--- src/rtl/cvss_pkg.sv ---
// ============================================================================
// cvss_pkg: shared constants, types and helpers for the complex value stack
// Holds the store depth, field widths, command and status codes, and the
// circular slot arithmetic used by the core.
// ============================================================================
`default_nettype none

package cvss_pkg;

    // Store geometry
    localparam int DEPTH  = 16;
    localparam int ADDR_W = (DEPTH > 1) ? $clog2(DEPTH) : 1;
    localparam int CNT_W  = $clog2(DEPTH + 1);

    // Field widths
    localparam int CMD_W  = 2;
    localparam int DATA_W = 64;
    localparam int POS_W  = 4;
    localparam int OCC_W  = 5;
    localparam int ST_W   = 2;

    typedef logic [CMD_W-1:0]  t_cmd;
    typedef logic [ADDR_W-1:0] t_addr;
    typedef logic [CNT_W-1:0]  t_cnt;
    typedef logic [ST_W-1:0]   t_status;
    typedef logic [DATA_W-1:0] t_data;

    // Command codes
    localparam t_cmd CMD_PUSH_TOP    = 2'd0;
    localparam t_cmd CMD_POP_TOP     = 2'd1;
    localparam t_cmd CMD_PUSH_BOTTOM = 2'd2;
    localparam t_cmd CMD_SEARCH      = 2'd3;

    // Status codes
    localparam t_status ST_OK    = 2'd0;
    localparam t_status ST_EMPTY = 2'd1;
    localparam t_status ST_FULL  = 2'd2;

    // Next slot up, wrapping at the end of the store.
    function automatic t_addr f_slot_next(input t_addr a);
        t_addr res;
        if (a == t_addr'(DEPTH - 1)) begin
            res = '0;
        end else begin
            res = a + t_addr'(1);
        end
        return res;
    endfunction

    // Slot b entries below slot a, modulo the store depth (b <= DEPTH).
    function automatic t_addr f_slot_back(input t_addr a, input t_cnt b);
        logic [CNT_W:0] a_ext;
        logic [CNT_W:0] b_ext;
        logic [CNT_W:0] diff;
        a_ext = (CNT_W + 1)'(a);
        b_ext = (CNT_W + 1)'(b);
        if (a_ext >= b_ext) begin
            diff = a_ext - b_ext;
        end else begin
            diff = a_ext + (CNT_W + 1)'(DEPTH) - b_ext;
        end
        return ADDR_W'(diff);
    endfunction

endpackage

`default_nettype wire

--- src/rtl/complex_value_stack_with_search_core.sv ---
// ============================================================================
// complex_value_stack_with_search_core: bounded stack of complex values
// Entries live in one circular synchronous memory of real/imaginary bit
// pattern pairs. Supports push on top, pop from top, push at bottom and a
// bitwise search that walks the stack from the top down.
// ============================================================================
//
//  Channel | Handshake                | Payload
//  --------+--------------------------+--------------------------------------
//  in      | i_in_valid / o_in_ready  | i_command, i_real_in, i_imag_in
//  out     | o_out_valid / i_out_ready| o_real_out, o_imag_out, o_found,
//          |                          | o_position, o_occupancy, o_status
//
//  Pushes and dropped commands go from accept straight to S_EMIT; a pop
//  first passes through S_POP while the memory read completes. A search
//  walks the stack in S_SRCH, issuing one memory read per cycle on the
//  single read port, and stops at the first hit.
//  Reset clears the top slot and entry count; the memory is not cleared.
//  One beat is in flight at a time; a finished result sits in the output
//  register so the next beat is accepted while it waits to be taken.
//
`default_nettype none

module complex_value_stack_with_search_core (
    input  wire logic                   i_clk,
    input  wire logic                   i_rst_n,
    // Command channel
    input  wire logic                   i_in_valid,
    output logic                        o_in_ready,
    input  wire logic [cvss_pkg::CMD_W-1:0]  i_command,
    input  wire logic [cvss_pkg::DATA_W-1:0] i_real_in,
    input  wire logic [cvss_pkg::DATA_W-1:0] i_imag_in,
    // Result channel
    output logic                        o_out_valid,
    input  wire logic                   i_out_ready,
    output logic [cvss_pkg::DATA_W-1:0] o_real_out,
    output logic [cvss_pkg::DATA_W-1:0] o_imag_out,
    output logic                        o_found,
    output logic [cvss_pkg::POS_W-1:0]  o_position,
    output logic [cvss_pkg::OCC_W-1:0]  o_occupancy,
    output logic [cvss_pkg::ST_W-1:0]   o_status
);

    import cvss_pkg::*;

    // Sequencer states
    localparam logic [1:0] S_IDLE = 2'd0;
    localparam logic [1:0] S_POP  = 2'd1;
    localparam logic [1:0] S_SRCH = 2'd2;
    localparam logic [1:0] S_EMIT = 2'd3;

    // Control registers
    logic [1:0] r_state, n_state;
    t_addr      r_top, n_top;
    t_cnt       r_count, n_count;
    t_addr      r_rd_ptr, n_rd_ptr;
    t_cnt       r_k, n_k;
    logic       r_cmp_valid, n_cmp_valid;
    logic       r_out_valid, n_out_valid;

    // Payload registers
    t_addr      r_cmp_k, n_cmp_k;
    t_data      r_key_re, n_key_re;
    t_data      r_key_im, n_key_im;
    t_data      r_res_re, n_res_re;
    t_data      r_res_im, n_res_im;
    logic       r_res_found, n_res_found;
    t_addr      r_res_pos, n_res_pos;
    t_status    r_res_status, n_res_status;
    t_data      r_out_re, n_out_re;
    t_data      r_out_im, n_out_im;
    logic       r_out_found, n_out_found;
    logic [POS_W-1:0] r_out_pos, n_out_pos;
    logic [OCC_W-1:0] r_out_occ, n_out_occ;
    t_status    r_out_status, n_out_status;

    // Memory and its ports
    logic [2*DATA_W-1:0] r_mem [DEPTH];
    logic [2*DATA_W-1:0] r_rd_data;
    t_addr               rd_addr;
    logic                wr_en;
    t_addr               wr_addr;

    logic accept;
    logic full;
    logic cmp_hit;

    assign o_in_ready  = (r_state == S_IDLE);
    assign accept      = i_in_valid && o_in_ready;
    assign full        = (r_count == t_cnt'(DEPTH));
    assign cmp_hit     = r_cmp_valid && (r_rd_data == {r_key_re, r_key_im});
    assign rd_addr     = (r_state == S_SRCH) ? r_rd_ptr : r_top;

    assign o_out_valid = r_out_valid;
    assign o_real_out  = r_out_re;
    assign o_imag_out  = r_out_im;
    assign o_found     = r_out_found;
    assign o_position  = r_out_pos;
    assign o_occupancy = r_out_occ;
    assign o_status    = r_out_status;

    // Store: one write port, one registered read port.
    always_ff @(posedge i_clk) begin
        if (wr_en) begin
            r_mem[wr_addr] <= {i_real_in, i_imag_in};
        end
        r_rd_data <= r_mem[rd_addr];
    end

    // Next-state logic for the sequencer, stack pointers and result path.
    always_comb begin
        n_state      = r_state;
        n_top        = r_top;
        n_count      = r_count;
        n_rd_ptr     = r_rd_ptr;
        n_k          = r_k;
        n_cmp_valid  = 1'b0;
        n_cmp_k      = r_cmp_k;
        n_key_re     = r_key_re;
        n_key_im     = r_key_im;
        n_res_re     = r_res_re;
        n_res_im     = r_res_im;
        n_res_found  = r_res_found;
        n_res_pos    = r_res_pos;
        n_res_status = r_res_status;
        n_out_valid  = r_out_valid && !i_out_ready;
        n_out_re     = r_out_re;
        n_out_im     = r_out_im;
        n_out_found  = r_out_found;
        n_out_pos    = r_out_pos;
        n_out_occ    = r_out_occ;
        n_out_status = r_out_status;
        wr_en        = 1'b0;
        wr_addr      = r_top;

        case (r_state)
            S_IDLE: begin
                if (accept) begin
                    // Default result: zeros with an ok status.
                    n_res_re     = '0;
                    n_res_im     = '0;
                    n_res_found  = 1'b0;
                    n_res_pos    = '0;
                    n_res_status = ST_OK;
                    n_state      = S_EMIT;
                    case (i_command)
                        CMD_PUSH_TOP, CMD_PUSH_BOTTOM: begin
                            if (full) begin
                                n_res_status = ST_FULL;
                            end else begin
                                wr_en   = 1'b1;
                                n_count = r_count + t_cnt'(1);
                                if (i_command == CMD_PUSH_TOP) begin
                                    wr_addr = f_slot_next(r_top);
                                    n_top   = f_slot_next(r_top);
                                end else begin
                                    wr_addr = f_slot_back(r_top, r_count);
                                end
                            end
                        end
                        CMD_POP_TOP: begin
                            if (r_count == '0) begin
                                n_res_status = ST_EMPTY;
                            end else begin
                                // Memory read of the top slot is in flight.
                                n_top   = f_slot_back(r_top, t_cnt'(1));
                                n_count = r_count - t_cnt'(1);
                                n_state = S_POP;
                            end
                        end
                        CMD_SEARCH: begin
                            if (r_count != '0) begin
                                n_key_re = i_real_in;
                                n_key_im = i_imag_in;
                                n_rd_ptr = r_top;
                                n_k      = '0;
                                n_state  = S_SRCH;
                            end
                        end
                        default: begin
                            n_state = S_EMIT;
                        end
                    endcase
                end
            end

            S_POP: begin
                // Read data for the old top arrives this cycle.
                n_res_re = r_rd_data[2*DATA_W-1:DATA_W];
                n_res_im = r_rd_data[DATA_W-1:0];
                n_state  = S_EMIT;
            end

            S_SRCH: begin
                // Issue one read per cycle while entries remain.
                if (r_k != r_count) begin
                    n_rd_ptr    = f_slot_back(r_rd_ptr, t_cnt'(1));
                    n_k         = r_k + t_cnt'(1);
                    n_cmp_valid = 1'b1;
                    n_cmp_k     = t_addr'(r_k);
                end
                // Compare the entry read in the previous cycle.
                if (cmp_hit) begin
                    n_res_found = 1'b1;
                    n_res_pos   = r_cmp_k;
                    n_cmp_valid = 1'b0;
                    n_state     = S_EMIT;
                end else if (r_cmp_valid && (r_k == r_count)) begin
                    n_state = S_EMIT;
                end
            end

            S_EMIT: begin
                // Move the result into the output register once it is free.
                if (!r_out_valid || i_out_ready) begin
                    n_out_valid  = 1'b1;
                    n_out_re     = r_res_re;
                    n_out_im     = r_res_im;
                    n_out_found  = r_res_found;
                    n_out_pos    = POS_W'(r_res_pos);
                    n_out_occ    = OCC_W'(r_count);
                    n_out_status = r_res_status;
                    n_state      = S_IDLE;
                end
            end

            default: begin
                n_state = S_IDLE;
            end
        endcase
    end

    // Control registers with reset.
    always_ff @(posedge i_clk) begin
        if (!i_rst_n) begin
            r_state     <= S_IDLE;
            r_top       <= '0;
            r_count     <= '0;
            r_rd_ptr    <= '0;
            r_k         <= '0;
            r_cmp_valid <= 1'b0;
            r_out_valid <= 1'b0;
        end else begin
            r_state     <= n_state;
            r_top       <= n_top;
            r_count     <= n_count;
            r_rd_ptr    <= n_rd_ptr;
            r_k         <= n_k;
            r_cmp_valid <= n_cmp_valid;
            r_out_valid <= n_out_valid;
        end
    end

    // Payload registers, no reset needed.
    always_ff @(posedge i_clk) begin
        r_cmp_k      <= n_cmp_k;
        r_key_re     <= n_key_re;
        r_key_im     <= n_key_im;
        r_res_re     <= n_res_re;
        r_res_im     <= n_res_im;
        r_res_found  <= n_res_found;
        r_res_pos    <= n_res_pos;
        r_res_status <= n_res_status;
        r_out_re     <= n_out_re;
        r_out_im     <= n_out_im;
        r_out_found  <= n_out_found;
        r_out_pos    <= n_out_pos;
        r_out_occ    <= n_out_occ;
        r_out_status <= n_out_status;
    end

endmodule

`default_nettype wire
--- config.mk ---
export PLATFORM = sky130hd
export DESIGN_NAME = complex_value_stack_with_search_core
export DESIGN_NICKNAME = d
export VERILOG_FILES = /design/src/rtl/cvss_pkg.sv /design/src/rtl/complex_value_stack_with_search_core.sv
export SDC_FILE = /design/constraint.sdc
export NUM_CORES = 2
export LEC_CHECK = 0
export BUFFER_PORTS_ARGS = -buffer_cell sky130_fd_sc_hd__buf_4
export CAP_MARGIN = 20
export CORE_ASPECT_RATIO = 1.25
export CORE_MARGIN = 5
export CORE_UTILIZATION = 58
export DETAILED_ROUTE_END_ITERATION = 8
export GPL_TIMING_DRIVEN = 0
export PLACE_DENSITY = 0.79
export SLEW_MARGIN = 5
export SYNTH_ARGS = -nofsm -noshare
export SYNTH_HDL_FRONTEND = slang
export SYNTH_SLANG_ARGS = --single-unit
--- constraint.sdc ---
create_clock -name i_clk -period 13.09 [get_ports i_clk]
set_input_delay 0.6545 -clock i_clk [delete_from_list [all_inputs] [get_ports i_clk]]
set_output_delay 0.6545 -clock i_clk [all_outputs]
set_load 0.02 [all_outputs]
==> results.md <==
* Std cell rows at 167
* Setup bufs post-CTS at 0
* Max Freq at 0.2142 GHz
* Synth Area in XOR/XNOR at 0.007867
* Multiplexer share of the synthesized area at 0.1158
* Die height at 466.9 µm
* Min-Delay Endpoint: r_mem[2][67]$_DFFE_PP_
* Rel. slew slack at 0.1495
* Final Hold Violating Endpoints at 0
* Post-detailed-route via-to-cell ratio at 6.589
* Hold-fix buffers, CTS at 0
* Worst-path clk slew at 0.07 ns
* Metal-1 WL at 89,940 µm
* Final WL at 266,800 µm
* Residual DRC at 0
* Top cell type's share of synthesized area at 0.7611
* Kind of critical path: reg -> reg
* Mean Syn Cell Area at 20.69 µm²
* Max cap viols at 0
* Layout cells sized above 1 at 0.2694
* Fin. max-slew vios at 0
* Vias in the first global route at 51,940
* Post-synth cell types at 68
* Max VDD drop at 0.1351 mV
* Clock sink total at 2,605
* # IOs at 276
* # port buffers at 273
* Post-Synth Adder-Cell Area at 0.002325
* Startpoint Class: register
* Count leader, synth: edfxtp_1
* Warnings from Yosys at 0
* Area Overhead vs Synth at 15.94%
* Final #Nets at 5,619
* Sequential area share after synthesis at 0.7921
* Drt wl/cell at 33.83 µm
* Final Power at 19,800 µW
* Final Critical Period at 4.668 ns
* Main combinational cell family by area after synthesis: multiplexers
* Initial DRC count at 8,380
* GR Overflow Total at 0
* R2R Path End: r_rd_data[20]$_DFF_P_
* Largest net degree at the start of global routing at 87
* Worst EP arrival at 5.36 ns
* HPWL after DPL at 179,800 µm
* #FFs+latches synth at 2,605
* Endpoints failing setup at 0
* Fraction of registers with async set/reset at 0
* Initial antenna violation count at 40
* Area leader, netlist: edfxtp_1
* Die X-Extent at 375.5 µm
* Via count at 51,960
* Die Area at 0.1753 mm²
* CTS root buf: clkbuf_16
* Post-Syn Instances at 4,682
* Initial core utilization at 0.5838
* Num CTS Buffers at 225
* Critical R2R Launch: r_state[0]$_SDFFE_PN0P_
* CP required at 13.78 ns
* R2R setup slack at 8.42 ns
* Clk Latency, worst-skew pair at 0.88 ns
* Hold Startpoint: i_real_in[3]
* Synthesized area at 0.09686 mm²
* Top FF cell, synth: edfxtp_1
* CTS tree: yes
* H-tree lvl count at 4
* First-pass detailed-route iteration total at 6
* Hold Path Depth at 1
* Worst Setup SP: r_state[0]$_SDFFE_PN0P_
* Met3 Routed Length at 37,610 µm
* Met2 WL at 121,600 µm
* Setup tns final at 0 ns
* Reg2reg path depth at 10
* CTS resizes at 0
* Final period util at 0.3566
* Worst Path Max Fanout at 10
* Worst-case clock buffer depth at 3
* RSZ-0062 raised after global routing: false
* Total GRT Usage at 0.3036
* Synth top area cells: edfxtp_1, mux4_2, dfxtp_1
* Worst-Margin Slew at 1.276 ns
* Power Dens Cells at 176.3 mW/mm²
* ANT nets after route at 0
* RD Place Congestion at 0.9312
* Hold Path Class: in -> reg
* Top Layer Used: met5
* Simple-gate share of the synthesized area at 0.04021
* First-pass GRT wire length at 376,300 µm
* Clk_skew at 0.04388 ns
* Status: completed
* Commonest cells in the netlist: edfxtp_1, mux4_2, nand2_1, and2_1, dfxtp_1
* Core ar. at 0.1659 mm²
* Synth Area in Compound Gates at 0.02755
* Mapped Nets at 4,832
* Number of flops mapped to enable cells by yosys at 2,455
* Critical Path End Type: register
* P_leak at 0.03723 µW
-- sequential cells by signal (all words and copies together), names as in the netlist, 4 cells and up --
signal and cells:
o_imag_out 64, o_occupancy 5, o_position 4, o_real_out 64, r_cmp_k 4, r_count 5
r_k 5, r_key_im 64, r_key_re 64, r_mem 2048, r_rd_data 128, r_rd_ptr 4
r_res_im 64, r_res_pos 4, r_res_re 64, r_top 4
-- kinds of logic (layout without fill, tap and decap cells) --
logic type	count (synthesis)	count (layout)
fa+ha+maj	17	17
flops	2605	2605
compound gates	384	384
xor+xnor	87	87
simple gates	788	788
buf+inv	301	1287
mux	500	500
other cells	0	21
-- per-stage QoR --
stage / cells / util / hold slack, ns / worst slack, ns / instance area [µm²]
after floorplan: 4682 / - / 0.4003 / 1.935 / 96860
after global placement: 7152 / 0.6127 / 0.4026 / -8.078 / 101700
after detailed placement: 7439 / 0.6308 / 0.4045 / 8.643 / 104700
after CTS: 7865 / 0.6766 / 0.02801 / 8.492 / 112200
after global routing: 7868 / 0.6766 / 0.06457 / 8.258 / 112300
final: 7886 / 0.6769 / 0.07434 / 8.422 / 112300
-- routing by layer --
layer  track usage  vias to the layer above
li1              -                    20540
met1        0.4011                    26380
met2        0.4519                     4281
met3        0.1050                      733
met4        0.1630                       24
met5             0                        -
-- critical path: stages, from the launching register on --
cell and delay (ns):
dfxtp_1 0.42, inv_1 0.09, ha_1 0.31, nor2b_1 0.27, a21o_1 0.11, buf_2 0.27
buf_2 0.47, clkbuf_1 0.99, clkbuf_1 0.72, nand2_1 0.13, a31oi_1 0.65
-- how the worst max path moves through the flow --
stage                         endpoint  cells after the start
3_3_place_gp    r_mem[4][81]$_DFFE_PP_                      8
3_5_place_dp   r_mem[10][87]$_DFFE_PP_                     13
6_report         r_rd_data[20]$_DFF_P_                     10
5_1_grt        r_mem[11][84]$_DFFE_PP_                     13
2_1_floorplan    r_mem[8][0]$_DFFE_PP_                      8
4_1_cts        r_mem[10][87]$_DFFE_PP_                     13
-- report_power, final --
part           internal [µW]  leakage (µW)  switching [µW]  total, µW
sequential              9780        0.0235             274      10100
combinational           1020        0.0100            1880       2900
clock                   3850       0.00370            3000       6840
total                  14600        0.0372            5150      19800
-- placed cells by master (no fill, tap or decap), drive strengths merged, types with 23 or more instances in the layout --
cell,Yosys,layout
edfxtp,2455,2455
buf,99,659
mux4,496,496
clkbuf,126,444
nand2,335,335
and2,221,221
dfxtp,150,150
a31oi,130,130
a211oi,130,130
inv,75,80
nor2,77,77
clkinv,1,70
xor2,46,46
xnor2,41,41
nor2b,31,31
nand3,24,24
bufinv,0,24
a21oi,24,24
nor3,23,23
-- final cells by class --
class                           count  area (µm²)
Clock inverter                    108        1280
Sequential cell                  2605       76720
Tap cell                         2197        2749
Inverter                           76       292.8
Fill cell                        9825       53610
Clock buffer                      318        6314
Antenna cell                       21       52.55
Timing Repair Buffer              560        4940
Buffer                            225        1087
Multi-Input combinational cell   1776       18860
No activity file was read; power rests on OpenSTA's default activity.
